--- config.mk ---
export PLATFORM = sky130hd
export DESIGN_NAME = projector_source_select_fsm_unit
export DESIGN_NICKNAME = d
export VERILOG_FILES = /design/src/sv/pssf_pkg.sv /design/src/sv/pssf_cfg.sv /design/src/sv/pssf_step.sv /design/src/sv/projector_source_select_fsm_unit.sv
export VERILOG_INCLUDE_DIRS = /design/src /design/src/sv
export SDC_FILE = /design/constraint.sdc
export NUM_CORES = 1
export LEC_CHECK = 0
export ABC_AREA = 1
export BUFFER_PORTS_ARGS = -buffer_cell sky130_fd_sc_hd__buf_2
export CORE_UTILIZATION = 65
export DETAILED_ROUTE_END_ITERATION = 16
export GPL_TIMING_DRIVEN = 0
export PLACE_DENSITY_LB_ADDON = 0.25
export RECOVER_POWER = 50
export SYNTH_ARGS = -nofsm -noshare
export SYNTH_HDL_FRONTEND = slang
export SYNTH_HIERARCHICAL = 1
export SYNTH_SLANG_ARGS = --single-unit
--- constraint.sdc ---
create_clock -name i_clk -period 4.7 [get_ports i_clk]
set_input_delay 0.235 -clock i_clk [delete_from_list [all_inputs] [get_ports i_clk]]
set_output_delay 0.235 -clock i_clk [all_outputs]
set_load 0.005 [all_outputs]
--- src/sv/projector_source_select_fsm_unit_assert.svh ---
// assertion helpers for the block's top module
`ifndef PROJECTOR_SOURCE_SELECT_FSM_UNIT_ASSERT_SVH
`define PROJECTOR_SOURCE_SELECT_FSM_UNIT_ASSERT_SVH

// same-cycle implication, checked outside reset
`define PSSF_ASSERT_NOW(label, ante, cons) \
    label: assert property (@(posedge i_clk) disable iff (!i_rst_n) (ante) |-> (cons)) \
        else $error("pssf check failed");

// next-cycle implication, checked outside reset
`define PSSF_ASSERT_NEXT(label, ante, cons) \
    label: assert property (@(posedge i_clk) disable iff (!i_rst_n) (ante) |=> (cons)) \
        else $error("pssf check failed");

`endif

--- src/sv/pssf_pkg.sv ---
package pssf_pkg;

    // widths
    localparam int TIMER_BITS = 24;
    localparam int CFG_W      = 24;
    localparam int CMP_W      = (TIMER_BITS > CFG_W) ? TIMER_BITS : CFG_W;
    localparam int NUM_SRC    = 5;
    localparam int SRC_IDX_W  = 3;

    // register indexes
    localparam logic [1:0] REG_IGNITION = 2'd0;
    localparam logic [1:0] REG_SELECT   = 2'd1;
    localparam logic [1:0] REG_LOCKOUT  = 2'd2;
    localparam logic [1:0] REG_COOLDOWN = 2'd3;

    // register reset values
    localparam logic [CFG_W-1:0] IGNITION_RST = CFG_W'(30000);
    localparam logic [CFG_W-1:0] SELECT_RST   = CFG_W'(2000);
    localparam logic [CFG_W-1:0] LOCKOUT_RST  = CFG_W'(2000);
    localparam logic [CFG_W-1:0] COOLDOWN_RST = CFG_W'(60000);

    // controller states; preview and selected run in source order
    // console one, console two, streaming, external, computer
    typedef enum logic [3:0] {
        ST_IDLE       = 4'd0,
        ST_INITIAL    = 4'd1,
        ST_IGNITION   = 4'd2,
        ST_PREDEFAULT = 4'd3,
        ST_PREV_C1    = 4'd4,
        ST_PREV_C2    = 4'd5,
        ST_PREV_STRM  = 4'd6,
        ST_PREV_EXT   = 4'd7,
        ST_PREV_PC    = 4'd8,
        ST_SEL_C1     = 4'd9,
        ST_SEL_C2     = 4'd10,
        ST_SEL_STRM   = 4'd11,
        ST_SEL_EXT    = 4'd12,
        ST_SEL_PC     = 4'd13,
        ST_COOLDOWN   = 4'd14
    } t_state;

    // source indexes
    localparam logic [SRC_IDX_W-1:0] SRC_C1   = 3'd0;
    localparam logic [SRC_IDX_W-1:0] SRC_C2   = 3'd1;
    localparam logic [SRC_IDX_W-1:0] SRC_STRM = 3'd2;
    localparam logic [SRC_IDX_W-1:0] SRC_EXT  = 3'd3;
    localparam logic [SRC_IDX_W-1:0] SRC_PC   = 3'd4;

    // led modes
    localparam logic [2:0] LED_KEEP = 3'd0;
    localparam logic [2:0] LED_OFF  = 3'd1;
    localparam logic [2:0] LED_ON   = 3'd2;
    localparam logic [2:0] LED_SLOW = 3'd3;
    localparam logic [2:0] LED_FAST = 3'd4;

    // projector commands
    localparam logic [2:0] PRJ_NONE   = 3'd0;
    localparam logic [2:0] PRJ_ON     = 3'd1;
    localparam logic [2:0] PRJ_OFF    = 3'd2;
    localparam logic [2:0] PRJ_SWITCH = 3'd3;
    localparam logic [2:0] PRJ_STREAM = 3'd4;

    // switch commands
    localparam logic [2:0] SW_NONE    = 3'd0;
    localparam logic [2:0] SW_DEFAULT = 3'd1;
    localparam logic [2:0] SW_PC      = 3'd2;
    localparam logic [2:0] SW_C1      = 3'd3;
    localparam logic [2:0] SW_C2      = 3'd4;
    localparam logic [2:0] SW_EXT     = 3'd5;

    typedef struct packed {
        logic [CFG_W-1:0] ignition;
        logic [CFG_W-1:0] select_timeout;
        logic [CFG_W-1:0] lockout;
        logic [CFG_W-1:0] cooldown;
    } t_cfg;

    typedef struct packed {
        logic [2:0] led_computer;
        logic [2:0] led_console_two;
        logic [2:0] led_console_one;
        logic [2:0] led_external;
        logic [2:0] led_streaming;
        logic [2:0] led_status;
        logic [2:0] led_power;
        logic [2:0] led_source;
        logic [2:0] switch_cmd;
        logic [2:0] projector_cmd;
        logic [3:0] mode_code;
    } t_result;

    localparam int RES_W   = $bits(t_result);
    localparam int ODATA_W = ((RES_W + 7) / 8) * 8;

    // projector command that confirms a source
    function automatic logic [2:0] src_proj_cmd(input logic [SRC_IDX_W-1:0] k);
        logic [2:0] c;
        c = (k == SRC_STRM) ? PRJ_STREAM : PRJ_SWITCH;
        return c;
    endfunction

    // switch command that confirms a source
    function automatic logic [2:0] src_switch_cmd(input logic [SRC_IDX_W-1:0] k);
        logic [2:0] c;
        unique case (k)
            SRC_C1:   c = SW_C1;
            SRC_C2:   c = SW_C2;
            SRC_EXT:  c = SW_EXT;
            SRC_PC:   c = SW_PC;
            default:  c = SW_NONE;
        endcase
        return c;
    endfunction

    // following source in preview order
    function automatic logic [SRC_IDX_W-1:0] src_next(input logic [SRC_IDX_W-1:0] k);
        return (k == SRC_PC) ? SRC_C1 : SRC_IDX_W'(k + 1'b1);
    endfunction

    // preceding source in preview order
    function automatic logic [SRC_IDX_W-1:0] src_prev(input logic [SRC_IDX_W-1:0] k);
        return (k == SRC_C1) ? SRC_PC : SRC_IDX_W'(k - 1'b1);
    endfunction

endpackage

--- src/sv/pssf_cfg.sv ---
module pssf_cfg
    import pssf_pkg::*;
(
    input  logic             i_clk,
    input  logic             i_rst_n,
    input  logic             i_cfg_we,
    input  logic [1:0]       i_cfg_addr,
    input  logic [CFG_W-1:0] i_cfg_wdata,
    output t_cfg             o_cfg
);

    t_cfg r_cfg;

    // timer period registers
    always_ff @(posedge i_clk) begin
        if (!i_rst_n) begin
            r_cfg.ignition       <= IGNITION_RST;
            r_cfg.select_timeout <= SELECT_RST;
            r_cfg.lockout        <= LOCKOUT_RST;
            r_cfg.cooldown       <= COOLDOWN_RST;
        end else if (i_cfg_we) begin
            unique case (i_cfg_addr)
                REG_IGNITION: r_cfg.ignition       <= i_cfg_wdata;
                REG_SELECT:   r_cfg.select_timeout <= i_cfg_wdata;
                REG_LOCKOUT:  r_cfg.lockout        <= i_cfg_wdata;
                REG_COOLDOWN: r_cfg.cooldown       <= i_cfg_wdata;
                default:      r_cfg                <= r_cfg;
            endcase
        end
    end

    assign o_cfg = r_cfg;

endmodule

--- src/sv/pssf_step.sv ---
module pssf_step
    import pssf_pkg::*;
(
    input  t_state                i_state,
    input  logic [TIMER_BITS-1:0] i_elapsed,
    input  t_cfg                  i_cfg,
    input  logic                  i_power,
    input  logic                  i_source,
    output t_state                o_state,
    output logic [TIMER_BITS-1:0] o_elapsed,
    output logic                  o_timer_clr,
    output t_result               o_result
);

    logic [TIMER_BITS-1:0] inc;
    logic [CMP_W-1:0]      inc_x;
    logic                  exp_ign;
    logic                  exp_sel;
    logic                  exp_lock;
    logic                  exp_cool;
    logic [SRC_IDX_W-1:0]  k_prev;
    logic [SRC_IDX_W-1:0]  k_sel;
    logic [2:0]            src_led [NUM_SRC];
    t_state                n_state;
    logic                  clr;

    // saturating tick count and period compares
    assign inc      = (&i_elapsed) ? i_elapsed : TIMER_BITS'(i_elapsed + 1'b1);
    assign inc_x    = CMP_W'(inc);
    assign exp_ign  = inc_x >= CMP_W'(i_cfg.ignition);
    assign exp_sel  = inc_x >= CMP_W'(i_cfg.select_timeout);
    assign exp_lock = inc_x >= CMP_W'(i_cfg.lockout);
    assign exp_cool = inc_x >= CMP_W'(i_cfg.cooldown);

    // source index of preview and selected states
    assign k_prev = SRC_IDX_W'(4'(i_state) - 4'(ST_PREV_C1));
    assign k_sel  = SRC_IDX_W'(4'(i_state) - 4'(ST_SEL_C1));

    // state decode: led actions first, then transitions
    always_comb begin
        o_result = '0;
        n_state  = i_state;
        clr      = 1'b0;
        for (int i = 0; i < NUM_SRC; i++) begin
            src_led[i] = LED_KEEP;
        end
        unique case (i_state)
            ST_IDLE: begin
                o_result.led_source = LED_OFF;
                o_result.led_power  = LED_OFF;
                o_result.led_status = LED_OFF;
                for (int i = 0; i < NUM_SRC; i++) begin
                    src_led[i] = LED_OFF;
                end
                o_result.switch_cmd    = SW_DEFAULT;
                o_result.projector_cmd = PRJ_OFF;
                n_state = ST_INITIAL;
            end
            ST_INITIAL: begin
                o_result.led_status = LED_ON;
                o_result.led_power  = LED_ON;
                if (i_power) begin
                    o_result.led_power     = LED_OFF;
                    o_result.projector_cmd = PRJ_ON;
                    n_state = ST_IGNITION;
                end
            end
            ST_IGNITION: begin
                o_result.led_power = LED_SLOW;
                if (exp_ign) begin
                    clr     = 1'b1;
                    n_state = ST_PREDEFAULT;
                end
            end
            ST_PREDEFAULT: begin
                o_result.led_power     = LED_ON;
                o_result.led_status    = LED_OFF;
                o_result.projector_cmd = PRJ_SWITCH;
                o_result.switch_cmd    = SW_PC;
                n_state = ST_SEL_PC;
            end
            ST_PREV_C1, ST_PREV_C2, ST_PREV_STRM, ST_PREV_EXT, ST_PREV_PC: begin
                o_result.led_source       = LED_ON;
                src_led[src_prev(k_prev)] = LED_OFF;
                src_led[k_prev]           = LED_FAST;
                if (exp_sel) begin
                    o_result.projector_cmd = src_proj_cmd(k_prev);
                    o_result.switch_cmd    = src_switch_cmd(k_prev);
                    clr     = 1'b1;
                    n_state = t_state'(4'(ST_SEL_C1) + 4'(k_prev));
                end else if (i_source) begin
                    clr     = 1'b1;
                    n_state = t_state'(4'(ST_PREV_C1) + 4'(src_next(k_prev)));
                end
            end
            ST_SEL_C1, ST_SEL_C2, ST_SEL_STRM, ST_SEL_EXT, ST_SEL_PC: begin
                o_result.led_source = LED_OFF;
                src_led[k_sel]      = LED_ON;
                if (exp_lock) begin
                    // lockout over: source led comes back on
                    o_result.led_source = LED_ON;
                    if (i_source) begin
                        clr     = 1'b1;
                        n_state = t_state'(4'(ST_PREV_C1) + 4'(src_next(k_sel)));
                    end else if (i_power) begin
                        o_result.projector_cmd = PRJ_OFF;
                        clr     = 1'b1;
                        n_state = ST_COOLDOWN;
                    end
                end
            end
            ST_COOLDOWN: begin
                o_result.led_power  = LED_OFF;
                o_result.led_source = LED_OFF;
                o_result.led_status = LED_SLOW;
                for (int i = 0; i < NUM_SRC; i++) begin
                    src_led[i] = LED_OFF;
                end
                if (exp_cool) begin
                    clr     = 1'b1;
                    n_state = ST_INITIAL;
                end
            end
            default: begin
                n_state = i_state;
            end
        endcase
        o_result.led_console_one = src_led[SRC_C1];
        o_result.led_console_two = src_led[SRC_C2];
        o_result.led_streaming   = src_led[SRC_STRM];
        o_result.led_external    = src_led[SRC_EXT];
        o_result.led_computer    = src_led[SRC_PC];
        o_result.mode_code       = 4'(n_state);
    end

    assign o_state     = n_state;
    assign o_timer_clr = clr;
    assign o_elapsed   = clr ? '0 : inc;

endmodule

--- src/sv/projector_source_select_fsm_unit.sv ---
// an accepted input beat is registered, decoded, and its result beat registered for m_axis
// throughput: one beat per cycle while m_axis_tready holds; input register, one decode stage, result register
// m_axis_tready reaches s_axis_tready combinationally, no extra bubble on stall
// reset: i_rst_n synchronous active low; state idle, tick counter zero,
// timer periods to their defaults, both stages empty
`include "projector_source_select_fsm_unit_assert.svh"

module projector_source_select_fsm_unit
    import pssf_pkg::*;
(
    input  logic               i_clk,
    input  logic               i_rst_n,
    // config write port
    input  logic               i_cfg_we,
    input  logic [1:0]         i_cfg_addr,
    input  logic [CFG_W-1:0]   i_cfg_wdata,
    // input stream
    input  logic               s_axis_tvalid,
    output logic               s_axis_tready,
    input  logic [7:0]         s_axis_tdata,  // [0] power_pressed, [1] source_pressed
    // result stream
    output logic               m_axis_tvalid,
    input  logic               m_axis_tready,
    // [3:0] mode_code, [6:4] projector_cmd, [9:7] switch_cmd, [12:10] led_source,
    // [15:13] led_power, [18:16] led_status, [21:19] led_streaming,
    // [24:22] led_external, [27:25] led_console_one, [30:28] led_console_two,
    // [33:31] led_computer, rest zero
    output logic [ODATA_W-1:0] m_axis_tdata
);

    t_cfg                  cfg;
    logic                  r_in_valid;
    logic                  r_in_power;
    logic                  r_in_source;
    logic                  r_out_valid;
    t_result               r_res;
    t_state                r_state;
    logic [TIMER_BITS-1:0] r_elapsed;
    t_state                n_state;
    logic [TIMER_BITS-1:0] n_elapsed;
    t_result               n_res;
    logic                  timer_clr;
    logic                  in_take;
    logic                  adv;

    pssf_cfg u_cfg (
        .i_clk       (i_clk),
        .i_rst_n     (i_rst_n),
        .i_cfg_we    (i_cfg_we),
        .i_cfg_addr  (i_cfg_addr),
        .i_cfg_wdata (i_cfg_wdata),
        .o_cfg       (cfg)
    );

    pssf_step u_step (
        .i_state     (r_state),
        .i_elapsed   (r_elapsed),
        .i_cfg       (cfg),
        .i_power     (r_in_power),
        .i_source    (r_in_source),
        .o_state     (n_state),
        .o_elapsed   (n_elapsed),
        .o_timer_clr (timer_clr),
        .o_result    (n_res)
    );

    // handshake: decode stage advances when the result register frees up
    assign adv           = r_in_valid && (!r_out_valid || m_axis_tready);
    assign s_axis_tready = !r_in_valid || adv;
    assign in_take       = s_axis_tvalid && s_axis_tready;

    // control and state registers
    always_ff @(posedge i_clk) begin
        if (!i_rst_n) begin
            r_in_valid  <= 1'b0;
            r_out_valid <= 1'b0;
            r_state     <= ST_IDLE;
            r_elapsed   <= '0;
        end else begin
            if (in_take) begin
                r_in_valid <= 1'b1;
            end else if (adv) begin
                r_in_valid <= 1'b0;
            end
            if (adv) begin
                r_out_valid <= 1'b1;
                r_state     <= n_state;
                r_elapsed   <= n_elapsed;
            end else if (m_axis_tready) begin
                r_out_valid <= 1'b0;
            end
        end
    end

    // payload registers
    always_ff @(posedge i_clk) begin
        if (in_take) begin
            r_in_power  <= s_axis_tdata[0];
            r_in_source <= s_axis_tdata[1];
        end
        if (adv) begin
            r_res <= n_res;
        end
    end

    assign m_axis_tvalid = r_out_valid;
    assign m_axis_tdata  = ODATA_W'(r_res);

    // checks
    `PSSF_ASSERT_NEXT(a_timer_clear, adv && timer_clr, r_elapsed == '0)
    `PSSF_ASSERT_NEXT(a_state_hold, !adv, $stable(r_state) && $stable(r_elapsed))
    `PSSF_ASSERT_NEXT(a_mode_tracks_state, adv, r_res.mode_code == 4'(r_state))
    `PSSF_ASSERT_NOW(a_full_blocks_input, r_in_valid && r_out_valid && !m_axis_tready,
        !s_axis_tready)

endmodule

## Word-level counts from Yosys, hierarchy flattened

Cells that the tools add are included.

- Equality and inequality tests: 22
- Order comparisons: 10
- Reduce and logical (&&, ||, !) cells: 23
- Bitwise logic cells: 5
- Mux-type cells: 47
- Add/sub/neg operators: 9

Operators with widths:

| cell | number |
|---|---|
| $ge 24x24->1 | 4 |
| $mux 24 | 2 |
| $pmux 15 s3 | 1 |
| $mux 4 | 8 |
| $eq 4x4->1 const B | 7 |
| $pmux 4 s7 | 1 |
| $demux 3 s3 | 3 |
| $mux 3 | 9 |
| $add 24x1->24 const B | 1 |
| $reduce_and 24->1 | 1 |
| $pmux 3 s3 | 2 |
| $eq 4x3->1 const B | 4 |
| $pmux 3 s5 | 1 |
| $ge 4x4->1 const B | 3 |
| $lt 4x1->1 const B | 3 |
| $mux 1 | 12 |
| $not 3->4 | 3 |
| $pmux 3 s4 | 1 |
| $and 9x10->10 | 1 |
| $not 10->10 | 1 |
| $reduce_or 5->1 | 2 |
| $add 3x3->4 const A | 2 |
| $eq 4x2->1 const B | 2 |
| $pmux 2 s4 | 1 |
| other kinds (23) | 41 |

- Output and inout port bits: 42
- Word-level logic and storage cells: 137
- Register bits: 162
- Input port bits: 39

## Longest topological paths before layout

- Depth after elaboration: 10
- Depth in mapped cells: 28
- Gate-level depth less buffers: 27

## Hierarchy

Netlist, hierarchy kept.

By module, submodules not included:

| module | area each (um^2) | times used | sequential area each (um^2) | cells an instance |
|---|---|---|---|---|
| pssf_step | 4,534.3 | 1 | 0.0 | 832 |
| pssf_cfg | 3,931.3 | 1 | 1,921.8 | 569 |
| projector_source_select_fsm_unit | 2,523.7 | 1 | 1,681.6 | 239 |

## Least setup slack after synthesis

No wires, ideal clock.

- Path kind: reg2reg
- Start: reg r_elapsed[0]
- End: reg r_state[3]
- Stages on the path, launching flop included: 24
- Data required time: 4,585 ps
- Clock period less this slack: 3,142 ps
- Arrival: 3,027 ps
- Path buffers: 2
- Slack: 1,558 ps
- Setup time: 115 ps
- Cell sequence: dfxtp_1 -> ha_1 -> inv_2 -> nor2_4 -> nand4_1 -> nor2_4 -> buf_6 -> xor2_1 -> ha_1 -> nand2_1 -> nor2_1 -> nor2_1 -> nand2_1 -> nand2_1 -> nand2_1 -> nand2_1 -> o21ai_0 -> nand2_1 -> nand3_1 -> buf_4 -> inv_1 -> nand3_1 -> nand2_1 -> nor2_1

RTL lines:

| what | line | text |
|---|---|---|
| from (decl) | projector_source_select_fsm_unit.sv:38 | `logic [TIMER_BITS-1:0] r_elapsed;` |
| from (signal assigned) | projector_source_select_fsm_unit.sv:88 | `r_elapsed <= n_elapsed;` |
| to (signal assigned) | projector_source_select_fsm_unit.sv:87 | `r_state <= n_state;` |
| to (decl) | projector_source_select_fsm_unit.sv:37 | `t_state r_state;` |

## Worst setup path after layout

- Start: reg r_elapsed[0]
- End: reg r_elapsed[17]

- Cells in the longest elaborated chain, start to end: 6
- Elaborated cells between the ends (all ways): 13
- Classes of those cells: 1 x add/sub; 4 x order compare; 7 x mux; 1 x reduce/logical

RTL lines:

| what | line | text |
|---|---|---|
| $add 24x1->24 or $reduce_and 24->1 (tied branches) | pssf_step.sv:28 | `assign inc = (&i_elapsed) ? i_elapsed : TIMER_BITS'(i_elapsed + 1'b1);` |
| $mux 24 (*) | pssf_step.sv:28 |  |
| $ge 24x24->1 (on tied branches) | -- |  |
| $mux 1 (on tied branches) | -- |  |
| $pmux 1 s4 (*) | pssf_step.sv:47 | `unique case (i_state)` |
| via timer_clr | projector_source_select_fsm_unit.sv:42 | `logic timer_clr;` |
| $mux 24 (*) | pssf_step.sv:138 | `assign o_elapsed = clr ? '0 : inc;` |
| via n_elapsed[17] | projector_source_select_fsm_unit.sv:40 | `logic [TIMER_BITS-1:0] n_elapsed;` |

The timed path passes the listed nets; every way through them passes the cells marked *.
A chain may end at the register's enable or synchronous reset.

==> results_dict.tcl <==
set metrics [dict create \
    syn_area_sq_mm 0.0110 \
    initial_core_util_pct 66.5 \
    ant_nets 0 \
    cp_data_arrival_time_ns 4.76 \
    postCtsSetupBuffers 0 \
    drcViolationCount 0 \
    fill_cells 1425 \
    dpl.hpwl_um 22200 \
    endpoint_kind "flip-flop" \
    synth-async-reset-ratio_pct 0 \
    hold_viol_final 0 \
    grt_max_degree 35 \
    yosys_warnings 6 \
    max-clock-path-buffers 2 \
    ff2ff_path_depth 25 \
    start_kind "flip-flop" \
    cp.required_ns 5.02 \
    fin_skew_ns 0.0105 \
    antennaDiodeCount 0 \
    cts_sinks 162 \
    internal_power_mw 2.49 \
    hold_depth 3 \
    synth_edf_count 36 \
    dieArea_sq_mm 0.0174 \
    crit_type "flip-flop to flip-flop" \
    root_buffer "clkbuf_16" \
    p_seq_share_pct 42.2 \
    vdd_drop_max_mv 0.269 \
    post-synth-top-count-cell "nand2_1" \
    clkPwrFrac_pct 34.7 \
    grt_overflow 0 \
    grt_pass1_wl_um 47400 \
    routed_wl_um 29200 \
    area_delta_synth_final_pct 10.4 \
    first_global_vias 9639 \
    cts_tree "yes" \
    ys_ff_latch 162 \
    post-route-period-util_pct 94.4 \
    drt_iter0_markers 967 \
    firstDrtPassIters 8 \
    dpl_cell_area_sq_mm 0.0116 \
    relSlewSlack_pct 51.3 \
    synth_top_area_share_pct 23.0 \
    yosysTopAreaCell "dfxtp_1" \
    power_per_cell_area_mw_per_mm2 306 \
    synth_area_leaders "dfxtp_1 (23%), nand2_1 (14%), ha_1 (12%)" \
    seq_area_frac_synth_pct 32.8 \
    h-tree-depth 4 \
    netlist_top_cells_count "nand2_1 (412), inv_1 (299), nor2_1 (257)" \
    die_width_um 132 \
    path_max_fanout 9 \
    final_cells 1967 \
    hold_path_startpoint "s_axis_tvalid" \
    setup_tns_ns 0 \
    rsz0062_at_grt "no" \
    status "complete, no violations" \
    clk_latency_ns 0.43 \
    clkTransAtPathRegs_ns 0.07 \
    hold_end "r_in_valid" \
    die_y_um 132 \
    synthCells 1640 \
    p_comb_share_pct 23.0 \
    synth_ff_type "dfxtp_1" \
    worst_slew_pin_slew_ns 0.730 \
    reg2reg_from "r_elapsed[0]" \
    wl_per_cell_um 14.9 \
    nets 1877 \
    max_freq_ghz 0.225 \
    syn_area_per_cell_sq_um 6.70 \
    p_switching_mw 1.22 \
    rows 47 \
    cts_inserted_buffers 17 \
    finalCriticalPeriod_ns 4.44 \
    p_leak_nw 6.45 \
    boundaryPins 81 \
    r2r_end "r_elapsed[17]" \
    setup_viol 0 \
    antenna_found_initial 0 \
    drive_gt1_share_pct 10.4 \
    synth_cell_type_count 42 \
    drv_slew 0 \
    cap_violations 0 \
    hold_class "input port to flip-flop" \
    place_inst 1933 \
    route.vias.total 10500 \
    gp_congestion 0.947 \
    vias_per_cell 5.32 \
    io_buffers 65 \
    r2r_slack_ns 0.26 \
    design_area_sq_mm 0.0121 \
    swShare_pct 32.8 \
    grt.total_usage_pct 34.3 \
    core_sq_mm 0.0165 \
]
-- sequential cells by signal, indices dropped and copies added (netlist names) --
register / cells
m_axis_tdata: 34
r_in_valid: 1
r_in_power: 1
r_state: 4
u_cfg/o_cfg: 96
r_elapsed: 24
m_axis_tvalid: 1
r_in_source: 1
-- worst max path at each step --
stage | end | slack (ns) | start | cells past startpoint
floorplan | r_state[3] | 1.56 | r_elapsed[0] | 23
global placement | r_elapsed[17] | 0.40 | r_elapsed[0] | 23
detailed placement | r_elapsed[17] | 0.38 | r_elapsed[0] | 23
CTS | r_elapsed[17] | 0.34 | r_elapsed[0] | 23
global route | r_elapsed[6] | 0.13 | r_elapsed[0] | 25
finish | r_elapsed[17] | 0.26 | r_elapsed[0] | 25
-- critical path, cell delays in order (launching register included) --
cell     delay [ns]
dfxtp_1        0.49
ha_1           0.39
nand2_1        0.10
nor3_1         0.16
and2_1         0.14
nand2_1        0.09
nor2_1         0.13
xnor2_1        0.23
inv_1          0.26
ha_1           0.34
nand2_1        0.04
nor2_1         0.15
nand4_1        0.30
a21oi_1        0.47
nor2_1         0.15
nand2_1        0.09
nand2_1        0.06
nand2_1        0.09
inv_1          0.06
nand2_4        0.11
buf_6          0.18
nor2_2         0.04
inv_1          0.06
nand3_1        0.07
nand2_1        0.08
nor2_1         0.04
-- stage by stage --
stage | hold WS [ns] | setup WS (ns) | power [mW] | util (%)
floorplan | 0.334 | 1.56 | 2.19 | -
global placement | 0.415 | 0.397 | 2.39 | 70.3
detailed placement | 0.414 | 0.384 | 2.43 | 70.5
CTS | 0.0461 | 0.337 | 3.71 | 73.8
global route | 0.0709 | 0.127 | 3.89 | 73.4
finish | 0.0531 | 0.262 | 3.71 | 73.4
-- power groups by stage --
stage / clock (mW) / sequential (mW) / combinational, mW
CTS: 1.30 / 1.57 / 0.842
detailed placement: 0 / 1.60 / 0.832
floorplan: 0 / 1.59 / 0.601
global placement: 0 / 1.59 / 0.801
finish: 1.29 / 1.57 / 0.855
global route: 1.36 / 1.58 / 0.956
-- logic make-up (layout without fill, tap and decap cells) --
logic type | after synthesis | in the layout | synth area share, %
simple gates | 853 | 853 | 32.8
buf+inv | 379 | 479 | 14.9
flops | 162 | 162 | 32.8
compound gates | 120 | 120 | 5.98
fa+ha+maj | 104 | 104 | 11.8
xor+xnor | 20 | 20 | 1.59
other cells | 2 | 9 | 0.0683
-- final cells by class --
type	count	area, sq um	share of cell area (%)
multi-input cells	1106	5750	47.4
flip-flops and latches	162	3600	29.7
inverters	308	1160	9.57
plain buffers	71	447	3.68
clock buffers	17	425	3.51
repair buffers	68	357	2.94
well taps	220	275	2.27
clock inverters	15	109	0.897
-- layout by cell type (no fill, tap or decap), types with 19 or more instances in the layout --
| cell type | instances |
|---|---|
| clkbuf_1 | 30 |
| edfxtp_1 | 36 |
| ha_1 | 104 |
| nand4_1 | 19 |
| inv_1 | 299 |
| nor2_1 | 258 |
| buf_2 | 73 |
| nand3_1 | 107 |
| nand2_1 | 412 |
| a21oi_1 | 83 |
| dfxtp_1 | 126 |
| buf_4 | 21 |
-- per-layer routing --
layer / share of wire, % / wire, um / track usage, %
met2: 46 / 13500 / 57.5
met3: 7.7 / 2240 / 5.57
met1: 43 / 12500 / 44.3
met5: 0 / 0 / 0
met4: 3.1 / 911 / 13.2
-- repair_timing --
| item | CTS | global route |
|---|---|---|
| endpoints found under the setup margin | 0 | 22 |
| hold endpoints to repair | 2 | 0 |
| hold buffers | 2 | 0 |
| resized for setup | 0 | 1 |
No activity file was read; power rests on OpenSTA's default activity.
